<file path="src/rtl/bsc_pkg.sv">
// ----------------------------------------------------------------------------
// bsc_pkg
// Constants and helpers shared by the binary angle sine/cosine pipeline.
// ----------------------------------------------------------------------------
package bsc_pkg;

   localparam int RESULT_FRACTION_BITS = 16;
   localparam int QBITS                = 30;
   localparam int SHIFT                = QBITS - RESULT_FRACTION_BITS;

   localparam int ANGLE_W = 16;
   localparam int FOLD_W  = 15;   // folded angle 0..0x4000
   localparam int OUT_W   = 18;
   localparam int X_W     = 31;   // x   <= pi/2 in Q30
   localparam int X2_W    = 32;   // x^2 <= 2.47 in Q30
   localparam int M_W     = 29;   // x^2 * 1/6, 1/20, 1/42
   localparam int P_W     = 30;   // odd power terms
   localparam int S_W     = 32;
   localparam int MAG_W   = 33;

   localparam int NUM_STAGES = 8;

   localparam logic [ANGLE_W-1:0] ANGLE_QUARTER = 16'h4000;
   localparam logic [ANGLE_W-1:0] ANGLE_HALF    = 16'h8000;

   localparam logic [26:0] PI_Q40    = 27'd105414358;
   localparam logic [31:0] INV6_Q30  = 32'd178956971;
   localparam logic [31:0] INV20_Q30 = 32'd53687091;
   localparam logic [31:0] INV42_Q30 = 32'd25565282;

   localparam logic [63:0] Q30_HALF = 64'd1 << (QBITS - 1);
   localparam logic [MAG_W-1:0] ROUND_HALF =
      (SHIFT == 0) ? '0 : (MAG_W'(1) << (SHIFT - 1));
   localparam logic [MAG_W-1:0] ONE_VALUE = MAG_W'(1) << RESULT_FRACTION_BITS;

   // Q30 product, rounded half up
   function automatic logic [31:0] q30_mul(input logic [31:0] a, input logic [31:0] b);
      logic [63:0] prod;
      prod = 64'(a) * 64'(b) + Q30_HALF;
      return prod[QBITS+31:QBITS];
   endfunction

endpackage

</file>
<file path="src/rtl/bsc_flow.sv">
// ----------------------------------------------------------------------------
// bsc_flow
// Valid tracking and per-stage load enables; bubbles collapse under stall.
// ----------------------------------------------------------------------------
module bsc_flow (
   input  logic                             clock,
   input  logic                             reset,
   input  logic                             req_valid,
   output logic                             req_stall,
   output logic                             rsp_valid,
   input  logic                             rsp_stall,
   output logic [bsc_pkg::NUM_STAGES-1:0]   stage_load
);
   import bsc_pkg::*;

   logic [NUM_STAGES-1:0] valid_ff;
   logic [NUM_STAGES-1:0] valid_in;
   logic [NUM_STAGES:0]   ready;

   always_comb begin
      ready[NUM_STAGES] = !rsp_stall;
      for (int k = NUM_STAGES - 1; k >= 0; k--) begin
         ready[k] = !valid_ff[k] || ready[k+1];
      end
   end

   always_comb begin
      valid_in[0] = ready[0] ? req_valid : valid_ff[0];
      for (int k = 1; k < NUM_STAGES; k++) begin
         if (ready[k]) begin
            valid_in[k] = valid_ff[k-1];
         end else begin
            valid_in[k] = valid_ff[k];
         end
      end
   end

   always_ff @(posedge clock) begin
      if (reset) begin
         valid_ff <= '0;
      end else begin
         valid_ff <= valid_in;
      end
   end

   assign stage_load = ready[NUM_STAGES-1:0];
   assign req_stall  = !ready[0];
   assign rsp_valid  = valid_ff[NUM_STAGES-1];

endmodule

</file>
<file path="config.mk">
export PLATFORM = sky130hd
export DESIGN_NAME = bsc_flow
export DESIGN_NICKNAME = d
export VERILOG_FILES = /design/src/rtl/bsc_pkg.sv /design/src/rtl/bsc_flow.sv
export SDC_FILE = /design/constraint.sdc
export NUM_CORES = 1
export LEC_CHECK = 0
export ABC_AREA = 0
export BUFFER_PORTS_ARGS = -buffer_cell sky130_fd_sc_hd__buf_2
export CAP_MARGIN = 20
export CELL_PAD_IN_SITES_DETAIL_PLACEMENT = 1
export CELL_PAD_IN_SITES_GLOBAL_PLACEMENT = 2
export CORE_MARGIN = 3
export CORE_UTILIZATION = 23
export DETAILED_ROUTE_END_ITERATION = 12
export PLACE_DENSITY_LB_ADDON = 0.15
export RECOVER_POWER = 100
export SETUP_SLACK_MARGIN = 0.4
export SLEW_MARGIN = 0
export SYNTH_ARGS = -nofsm -noshare
export SYNTH_HDL_FRONTEND = slang
export SYNTH_SLANG_ARGS = --single-unit
</file>
<file path="constraint.sdc">
create_clock -name clock -period 1.24 [get_ports clock]
set_input_delay 0.248 -clock clock [delete_from_list [all_inputs] [get_ports clock]]
set_output_delay 0.248 -clock clock [all_outputs]
set_load 0.01 [all_outputs]
</file>
* Word level (Yosys, flattened, before mapping)
Cells that the tools add are included.
** Storage, ports and cells
- Bits in registers :: 8
- Output and inout port bits :: 10
- Logic and storage cells :: 26
- Bits of input ports :: 4
** Operators by class
- Reduce and logical (&&, ||, !) cells :: 18
** Operators with widths (count)
- zero test 1 bit :: 10
- logical OR 1 bit :: 8

* Logic depth before layout (Yosys ltp)
Gate-level depths: netlist of run 1.
- Depth after elaboration :: 10
- Gate-level depth with buffers :: 4
- Mapped depth without buffers :: 3

* Worst setup path after synthesis of run 1
No wires, ideal clock.
- Kind :: flip-flop to output port
- Start point :: register valid_ff[7]
- End point :: output req_stall
- Cell stages (with the launch flop) :: 5
- Data arrival time :: 0.989 ns
- Data required time :: 0.992 ns
- Path buffers :: 1
- Slack :: 0.003 ns
- Path through :: dfxtp_1 > and4_1 > buf_6 > nand4_4 > inv_1
** Between the ends
- Cells in the longest elaborated chain, start to end :: 10
** Ends and longest elaborated chain
- start, declared :: line bsc_flow.sv:16 : logic [NUM_STAGES-1:0] valid_ff;
- start signal, assigned :: line bsc_flow.sv:42 : valid_ff <= valid_in;
- zero test 1 bit :: line bsc_flow.sv:23 : ready[k] = !valid_ff[k] || ready[k+1];
- logical OR 1 bit (8 in a row) :: line bsc_flow.sv:23
- net stage_load (one bit) :: line bsc_flow.sv:12 : output logic [bsc_pkg::NUM_STAGES-1:0] stage_load
- zero test 1 bit :: line bsc_flow.sv:47 : assign req_stall = !ready[0];
- end, declared :: line bsc_flow.sv:9 : output logic req_stall,
The timed path passes the listed nets, and every way through them passes these cells.

* Worst setup path after layout of run 1
- Start point :: register valid_ff[7]
- End point :: output req_stall
** Between the ends
- Cells in the longest elaborated chain, start to end :: 10
** Ends and longest elaborated chain (line)
- zero test 1 bit :: bsc_flow.sv:23
- logical OR 1 bit (8 in a row) :: bsc_flow.sv:23
- zero test 1 bit :: bsc_flow.sv:47
Every way passes these cells.

==> impl_metrics.py, run 1 <==
metrics = {
    "status": {
        "status": "finished with violations",
        "violations": "negative setup slack",
    },
    "timing": {
        "tns_ns": -1.42,
        "clock_skew_ns": 0.00899,
        "grt_setup_unrepaired": "true",
        "finalCriticalPeriod_ns": 1.43,
        "fmax_ghz": 0.697,
        "relSlewSlack_pct": 87.4,
        "hold_viol_final": 0,
        "worstMarginPinSlew_ns": 0.189,
        "period_share_pct": 116,
        "hold_ws_ns": 0.247,
        "setup_slack_ns": -0.195,
        "setup_viol": 10,
        "slew_viol_final": 0,
    },
    "yosys": {
        "synth.ff_latch_count": 8,
        "ys.flop_type": "dfxtp_1",
        "synth_area_sq_um": 328,
        "synth_edf_count": 0,
        "netlist_instances": 37,
        "yosysUniqueCellTypes": 13,
        "syn-num-nets": 41,
        "synth_top_family_by_area": "simple AND/OR/NAND/NOR gates",
        "yosysSeqAreaShare_pct": 48.9,
        "synth_top_area_share_pct": 48.9,
        "yosys.area_share.simple_pct": 27.9,
        "synth_async_sr_flop_share_pct": 0,
        "synth_top_cells_by_count": "dfxtp_1 (8), a21oi_1 (6), inv_1 (6)",
        "synth_area_leaders": "dfxtp_1 (49%), a21oi_1 (9.2%), inv_1 (6.9%)",
        "synth-compound-area-share_pct": 11.8,
        "yosys.area.top_type": "dfxtp_1",
        "synth_most_common_cell": "dfxtp_1",
        "synthAdderAreaFrac_pct": 0,
        "yosysWarnings": 0,
        "muxShareOfSynthArea_pct": 0,
        "synthXorXnorAreaFrac_pct": 0,
        "syn_avg_cell_area_sq_um": 8.86,
    },
    "final_layout": {
        "syn_to_final_growth_pct": 69.8,
        "fin_nets": 68,
        "largest_reg_flops": 8,
        "fillerInstances": 149,
        "multiInputGateArea_sq_um": 148,
        "reg_top3": "valid_ff x8",
        "design_area_sq_um": 557,
        "register_area_sq_um": 166,
        "drive_gt1_share_pct": 63.5,
        "regMostFlops": "valid_ff",
        "diodes": 0,
    },
    "clock_network": {
        "cts_tree": "yes",
        "root_buffer": "clkbuf_4",
        "htree_num_levels": 1,
        "cts_max_path_buffers": 2,
        "clock_latency_ns": 0.25,
        "cts.sinks": 8,
        "clk_pin_slew_ns": 0.06,
        "numCtsBuffers": 3,
    },
    "placed_design": {
        "place.gp.congestion": 0.608,
        "dpl-instance-area_sq_um": 422,
        "dp_hpwl_microns": 607,
        "io_buffers": 13,
        "dp_slack_ns": 0.0112,
    },
    "route": {
        "dr.pass1.iters": 3,
        "vias": 331,
        "drtIter0Drc": 1,
        "ant_nets": 0,
        "wire_per_inst_microns": 11.1,
        "wl_microns": 854,
        "via_per_inst": 4.30,
        "drc_errors": 0,
    },
    "pwr": {
        "p_seq_share_pct": 53.3,
        "clock_power_share_pct": 42.8,
        "p_int_uw": 392,
        "power.total_uw": 498,
        "vdd_drop_max_v": 0.000389,
        "swShare_pct": 21.3,
        "p_switching_uw": 106,
        "power_frac_comb_pct": 3.9,
        "p_leak_nw": 0.246,
        "p_per_area_nw_per_um2": 894,
    },
    "worst_hold_path": {
        "worstHoldPathCells": 3,
        "hp-class": "in2reg",
    },
    "critical_path": {
        "cp-end-kind": "output port",
        "required_ns": 0.99,
        "cp_max_fo": 5,
        "rr_worst_depth": 6,
        "arrival_ns": 1.19,
        "critPathKind": "reg2out",
        "worstSetupStartpointType": "flip-flop",
    },
    "die": {
        "coreArea_sq_um": 1220,
        "die_h_microns": 43.8,
        "rows": 12,
        "initial_core_util_pct": 27.0,
        "ioPinCount": 14,
        "die-area_sq_um": 1910,
        "die_w_microns": 43.8,
    },
    "grt": {
        "grt_max_degree": 9,
        "grt_pass1_wl_microns": 1480,
        "antenna_found_initial": 0,
        "grt_pass1_vias": 373,
        "grt_usage_pct": 10.4,
        "overflow": 0,
    },
    "flow_run": {
        "max_cap_violations": 0,
    },
}
worst max-delay path, stage by stage, from the launching register on:
cell,delay (ns)
dfxtp_4,0.34
and4_4,0.22
buf_6,0.12
nand4_4,0.09
inv_2,0.07
buf_6,0.09
through the flow:
stage          utilization [%]  std cells
3_3_place_gp              34.7         65
2_1_floorplan                -         37
3_5_place_dp              34.7         65
6_report                  45.8         77
5_1_grt                   45.8         77
4_1_cts                   43.0         72
cell usage in the layout (no fill, tap or decap), drive strengths merged:
cell	Yosys	layout
and4	1	1
clkbuf	1	5
inv	6	6
nand2	3	3
and3	1	1
dfxtp	8	8
nand3	3	3
a21oi	7	7
nor2	5	5
nand4	1	1
buf	1	23
what timing repair did:
| action | in CTS | in global routing |
|---|---|---|
| setup buffers | 2 | 5 |
| gates cloned | 1 | 0 |
| resized for setup | 14 | 1 |
| setup endpoints to repair | 16 | 16 |
| pin swaps | 3 | 2 |
| hold buffers | 0 | 0 |
power by group through the flow:
stage / combinational, mW / clock, mW / sequential [mW]
2_1_floorplan: 0.00897 / 0 / 0.270
3_3_place_gp: 0.0158 / 0 / 0.270
3_5_place_dp: 0.0169 / 0 / 0.271
4_1_cts: 0.0192 / 0.223 / 0.265
5_1_grt: 0.0217 / 0.239 / 0.265
6_report: 0.0194 / 0.213 / 0.265
layout make-up:
cell class | count | area share (%)
Timing Repair Buffer | 24 | 31.7
Multi-Input combinational cell | 21 | 26.5
Tap cell | 14 | 3.15
Inverter | 6 | 4.04
Clock buffer | 4 | 4.72
Sequential cell | 8 | 29.9
path summary, 6_finish.rpt:
path,start,endpoint,slack [ns]
worst max-delay path,valid_ff[7]$_SDFFE_PP0P_,req_stall,-0.19
worst min-delay path,req_valid,valid_ff[0]$_SDFFE_PP0P_,0.25
worst max register to register,valid_ff[7]$_SDFFE_PP0P_,valid_ff[2]$_SDFFE_PP0P_,0.09
worst min register to register,valid_ff[2]$_SDFFE_PP0P_,valid_ff[3]$_SDFFE_PP0P_,0.45
per-layer routing:
layer,share of wire (%),track usage [%]
met5,0,0
met4,0,5.42
met3,6.9,2.90
met2,52,18.0
met1,41,11.3
kinds of logic (layout without fill, tap and decap cells):
logic type,count (synthesis),after routing
and+or+nand+nor,14,14
AOI/OAI and AO/OA,7,7
buffers and inverters,8,34
DFF,8,8
Power figures use the tool's default switching activity.
==> inputs of run 2 (changes only) <==
- clock period: 1.24 -> 1.45 ns (I/O delays scaled with it)
==> run 2 against run 1 <==
The run still ends with negative setup slack left. Combinational power is 9.8% lower. First-iteration DRC count is 100% lower. Hold slack better by 0.031 ns. Sequential cell count stayed put.
==> impl_metrics.py, run 2 (same netlist as run 1, synthesis figures left out) <==
metrics = {
    "status": {
        "violations": "negative setup slack",
        "status": "finished with violations",
    },
    "die": {
        "rows": 12,
        "initial_core_util_pct": 27.0,
        "die_h_microns": 43.8,
        "ioPinCount": 14,
        "die_w_microns": 43.8,
        "die-area_sq_um": 1910,
        "coreArea_sq_um": 1220,
    },
    "clock_network": {
        "clk_pin_slew_ns": 0.06,
        "cts_hold_buf": 0,
        "numCtsBuffers": 3,
        "cts.sinks": 8,
        "htree_num_levels": 1,
        "cts_tree": "yes",
        "root_buffer": "clkbuf_4",
        "cts_max_path_buffers": 2,
        "clock_latency_ns": 0.27,
    },
    "route": {
        "vias": 336,
        "ant_nets": 0,
        "dr.pass1.iters": 1,
        "via_per_inst": 4.48,
        "wl_microns": 954,
        "wire_per_inst_microns": 12.7,
        "drc_errors": 0,
        "drtIter0Drc": 0,
    },
    "timing": {
        "tns_ns": -0.190,
        "setup_slack_ns": -0.0495,
        "relSlewSlack_pct": 88.2,
        "clock_skew_ns": 0.0120,
        "finalCriticalPeriod_ns": 1.50,
        "setup_viol": 4,
        "worstMarginPinSlew_ns": 0.178,
        "grt_setup_unrepaired": "true",
        "hold_viol_final": 0,
        "period_share_pct": 103,
        "fmax_ghz": 0.667,
        "slew_viol_final": 0,
    },
    "critical_path": {
        "crit_slowest_cell": "dfxtp_2",
        "required_ns": 1.16,
        "max_stage_delay_ns": 0.34,
        "worstSetupStartpointType": "flip-flop",
        "cp-end-kind": "output port",
        "critPathTopFamily": "flip-flops",
        "cp_common_cell": "buf_6",
        "path_cells": "and4_1 -> buf_6 -> nand4_4 -> inv_2 -> buf_6",
        "arrival_ns": 1.21,
        "cp_max_fo": 8,
        "critPathKind": "reg2out",
        "worst-path-buf-inv": 3,
    },
    "flow_run": {
        "max_cap_violations": 0,
    },
    "final_layout": {
        "final_common_cell": "buf_6",
        "diodes": 0,
        "fin_nets": 66,
        "mostFrequentLayoutCells": "buf_6 (9), buf_2 (7), buf_4 (6), inv_1 (5)",
        "regMostFlops": "valid_ff",
        "reg_top3": "valid_ff x8",
        "syn_to_final_growth_pct": 76.7,
        "drive_gt1_share_pct": 67.2,
        "largest_reg_flops": 8,
        "design_area_sq_um": 579,
        "fillerInstances": 144,
    },
    "placed_design": {
        "place.gp.congestion": 0.664,
        "dpl-instance-area_sq_um": 407,
        "io_buffers": 13,
        "dp_hpwl_microns": 558,
    },
    "grt": {
        "grt_pass1_vias": 330,
        "overflow": 0,
        "grt_pass1_wl_microns": 1320,
        "antenna_found_initial": 0,
        "grt_max_degree": 9,
        "grt_usage_pct": 9.57,
    },
    "pwr": {
        "p_leak_nw": 0.244,
        "vdd_drop_max_v": 0.000480,
        "p_per_area_nw_per_um2": 756,
    },
    "worst_hold_path": {
        "hp-class": "in2reg",
    },
}
## run 2: cell types whose count changed in the layout (fill, tap and decap cells not counted), sizes merged
cell,delta
buf,-1
clkbuf,-1
## run 2: where the power goes
group	switching, mW	internal, mW	leakage (nW)	total [mW]
registers	0.00451	0.223	0.0674	0.227
logic	0.0105	0.00699	0.162	0.0175
clock network	0.0878	0.106	0.0150	0.194
## run 2: per-layer routing
metal | vias up | global-route usage (%) | routed length, microns
met1 | 149 | 10.9 | 383
li1 | 169 | - | -
met5 | - | 0 | 0
met2 | 14 | 14.8 | 446
met4 | 0 | 7.23 | 31
met3 | 4 | 2.90 | 92
## run 2: area by class of cell
class                      count  area [sq um]  share of cell area (%)
clock buffer                   4          26.3                    4.54
timing repair buffer          22           181                    31.3
inverter                       6          22.5                    3.89
tap                           14          17.5                    3.02
multi-input combinational     21           164                    28.3
sequential                     8           168                    28.9
## run 2: path summary, 6_finish.rpt
path,start,endpoint,slack [ns],depth (start not counted)
max,valid_ff[5]$_SDFFE_PP0P_,req_stall,-0.05,5
min,req_valid,valid_ff[0]$_SDFFE_PP0P_,0.28,3
max reg2reg,valid_ff[5]$_SDFFE_PP0P_,valid_ff[0]$_SDFFE_PP0P_,0.33,5
min reg2reg,valid_ff[2]$_SDFFE_PP0P_,valid_ff[3]$_SDFFE_PP0P_,0.46,2
## run 2: tightest hold or removal path, stage by stage
cell and delay (ns):
buf_2 0.09, inv_1 0.06, a21oi_2 0.05
## run 2: through the flow
step / setup slack [ns] / util (%) / instances / power (mW) / hold WS [ns]
2_1_floorplan: 0.269 / - / 37 / 0.238 / 0.421
3_3_place_gp: 0.159 / 33.4 / 63 / 0.244 / 0.437
3_5_place_dp: 0.129 / 33.4 / 63 / 0.245 / 0.448
4_1_cts: -0.0342 / 43.0 / 71 / 0.437 / 0.277
5_1_grt: -0.119 / 47.6 / 75 / 0.455 / 0.281
6_report: -0.0495 / 47.6 / 75 / 0.438 / 0.279
## run 2: repair_timing
item                       4_1_cts  5_1_grt
setup buffers                    4        4
gates resized for setup         14        7
pin swaps                        1        2
setup endpoints to repair       12       15
==> inputs of run 3 (changes only) <==
- GPL_TIMING_DRIVEN: default -> 0
==> run 3 against run 2 <==
The run still ends with negative setup slack left. Routed wire length is 13% lower. Final cell count down 2.7%. Global-route usage did not move. Total power shrank 2.8%. Critical path depth did not move. Sequential cell count stayed put. Critical endpoint is now stage_load[4].
==> impl_metrics.py, run 3 (same netlist as run 1, synthesis figures left out) <==
metrics = {
    "status": {
        "status": "finished with violations",
        "violations": "negative setup slack",
    },
    "final_layout": {
        "syn_to_final_growth_pct": 61.5,
        "fillerInstances": 146,
        "mostFrequentLayoutCells": "buf_6 (7), a21oi_1 (6), buf_2 (6), inv_1 (5), nor2_1 (5)",
        "register_area_sq_um": 168,
        "regMostFlops": "valid_ff",
        "largest_reg_flops": 8,
        "final_cells": 73,
        "fin_util_pct": 43.5,
        "reg_top3": "valid_ff x8",
        "fin_nets": 64,
        "drive_gt1_share_pct": 54.2,
        "final_common_cell": "buf_6",
        "diodes": 0,
        "multiInputGateArea_sq_um": 145,
        "design_area_sq_um": 529,
    },
    "timing": {
        "setup_viol": 6,
        "finalCriticalPeriod_ns": 1.49,
        "grt_setup_unrepaired": "true",
        "relSlewSlack_pct": 77.6,
        "hold_ws_ns": 0.283,
        "fmax_ghz": 0.669,
        "slew_viol_final": 0,
        "clock_skew_ns": 0.0139,
        "hold_viol_final": 0,
        "setup_slack_ns": -0.0439,
        "period_share_pct": 103,
        "worstMarginPinSlew_ns": 0.336,
    },
    "critical_path": {
        "critPathTopFamily": "buffers and inverters",
        "required_ns": 1.16,
        "max_stage_delay_ns": 0.33,
        "critPathKind": "reg2out",
        "cp-end-kind": "output port",
        "arrival_ns": 1.20,
        "path_cells": "and4_4 -> buf_6 -> buf_4 -> nand2_4 -> buf_6",
        "worstSetupStartpointType": "flip-flop",
        "cp_max_fo": 5,
        "crit_slowest_cell": "dfxtp_2",
        "cp_common_cell": "buf_6",
        "worst-path-buf-inv": 3,
    },
    "grt": {
        "overflow": 0,
        "grt_pass1_vias": 326,
        "antenna_found_initial": 0,
        "grt_pass1_wl_microns": 1380,
        "grt_usage_pct": 9.57,
        "grt_max_degree": 9,
    },
    "route": {
        "wl_microns": 832,
        "drc_errors": 0,
        "via_per_inst": 4.41,
        "dr.pass1.iters": 4,
        "drtIter0Drc": 5,
        "vias": 322,
        "wire_per_inst_microns": 11.4,
        "ant_nets": 0,
    },
    "clock_network": {
        "cts_hold_buf": 0,
        "numCtsBuffers": 3,
        "cts_tree": "yes",
        "clock_latency_ns": 0.25,
        "htree_num_levels": 1,
        "clk_pin_slew_ns": 0.07,
        "root_buffer": "clkbuf_4",
        "cts_max_path_buffers": 2,
        "cts.sinks": 8,
    },
    "die": {
        "rows": 12,
        "ioPinCount": 14,
        "die-area_sq_um": 1910,
        "coreArea_sq_um": 1220,
        "initial_core_util_pct": 27.0,
        "die_w_microns": 43.8,
        "die_h_microns": 43.8,
    },
    "placed_design": {
        "dp_slack_ns": 0.139,
        "dp_cells": 63,
        "dp_hpwl_microns": 542,
        "place.gp.congestion": 0.623,
        "dpl-instance-area_sq_um": 409,
        "io_buffers": 12,
    },
    "pwr": {
        "p_per_area_nw_per_um2": 805,
        "p_leak_nw": 0.236,
        "vdd_drop_max_v": 0.000566,
    },
    "worst_hold_path": {
        "hp-class": "in2reg",
    },
    "flow_run": {
        "max_cap_violations": 0,
    },
}
[run 3: area by class of cell]
cell class | instances | area share (%)
Clock buffer | 4 | 4.96
Sequential cell | 8 | 31.7
Timing Repair Buffer | 18 | 25.5
Multi-Input combinational cell | 21 | 27.4
Tap cell | 14 | 3.31
Buffer | 2 | 2.84
Inverter | 6 | 4.26
[run 3: path summary, 6_finish.rpt]
path / from / end / slack, ns / cells after the start
worst min register to register: valid_ff[2]$_SDFFE_PP0P_ / valid_ff[3]$_SDFFE_PP0P_ / 0.47 / 2
worst min-delay path: req_valid / valid_ff[0]$_SDFFE_PP0P_ / 0.28 / 3
worst max-delay path: valid_ff[5]$_SDFFE_PP0P_ / stage_load[4] / -0.04 / 5
worst max register to register: valid_ff[5]$_SDFFE_PP0P_ / valid_ff[0]$_SDFFE_PP0P_ / 0.32 / 5
[run 3: where the power goes]
group / internal, mW / switching (mW)
Sequential: 0.223 / 0.00460
Clock: 0.105 / 0.0804
Combinational: 0.00525 / 0.00795
Total: 0.333 / 0.0929
[run 3: metrics by stage]
stage / power [mW] / TNS (ns)
after floorplan: 0.238 / 0
after global placement: 0.243 / 0
after detailed placement: 0.245 / 0
after CTS: 0.426 / -0.0715
after global routing: 0.441 / -0.357
final: 0.426 / -0.123
[run 3: metal layers]
| metal | up-vias | wire [microns] | GRT usage [%] |
|---|---|---|---|
| li1 | 163 | - | - |
| met1 | 147 | 380 | 12.3 |
| met2 | 12 | 394 | 15.7 |
| met3 | 0 | 58 | 2.90 |
| met4 | 0 | 0 | 1.81 |
| met5 | - | 0 | 0 |
[run 3: repair_timing]
action,4_1_cts,5_1_grt
gates cloned,1,0
pin swaps,1,1
buffers inserted,3,2
endpoints found under the setup margin,10,15
resized for setup,13,6
[run 3: worst register-to-register path: stages, from the launching register on]
cell     delay, ns
dfxtp_2       0.33
and4_4        0.23
buf_6         0.13
nand4_4       0.10
buf_4         0.16
a21oi_2       0.11
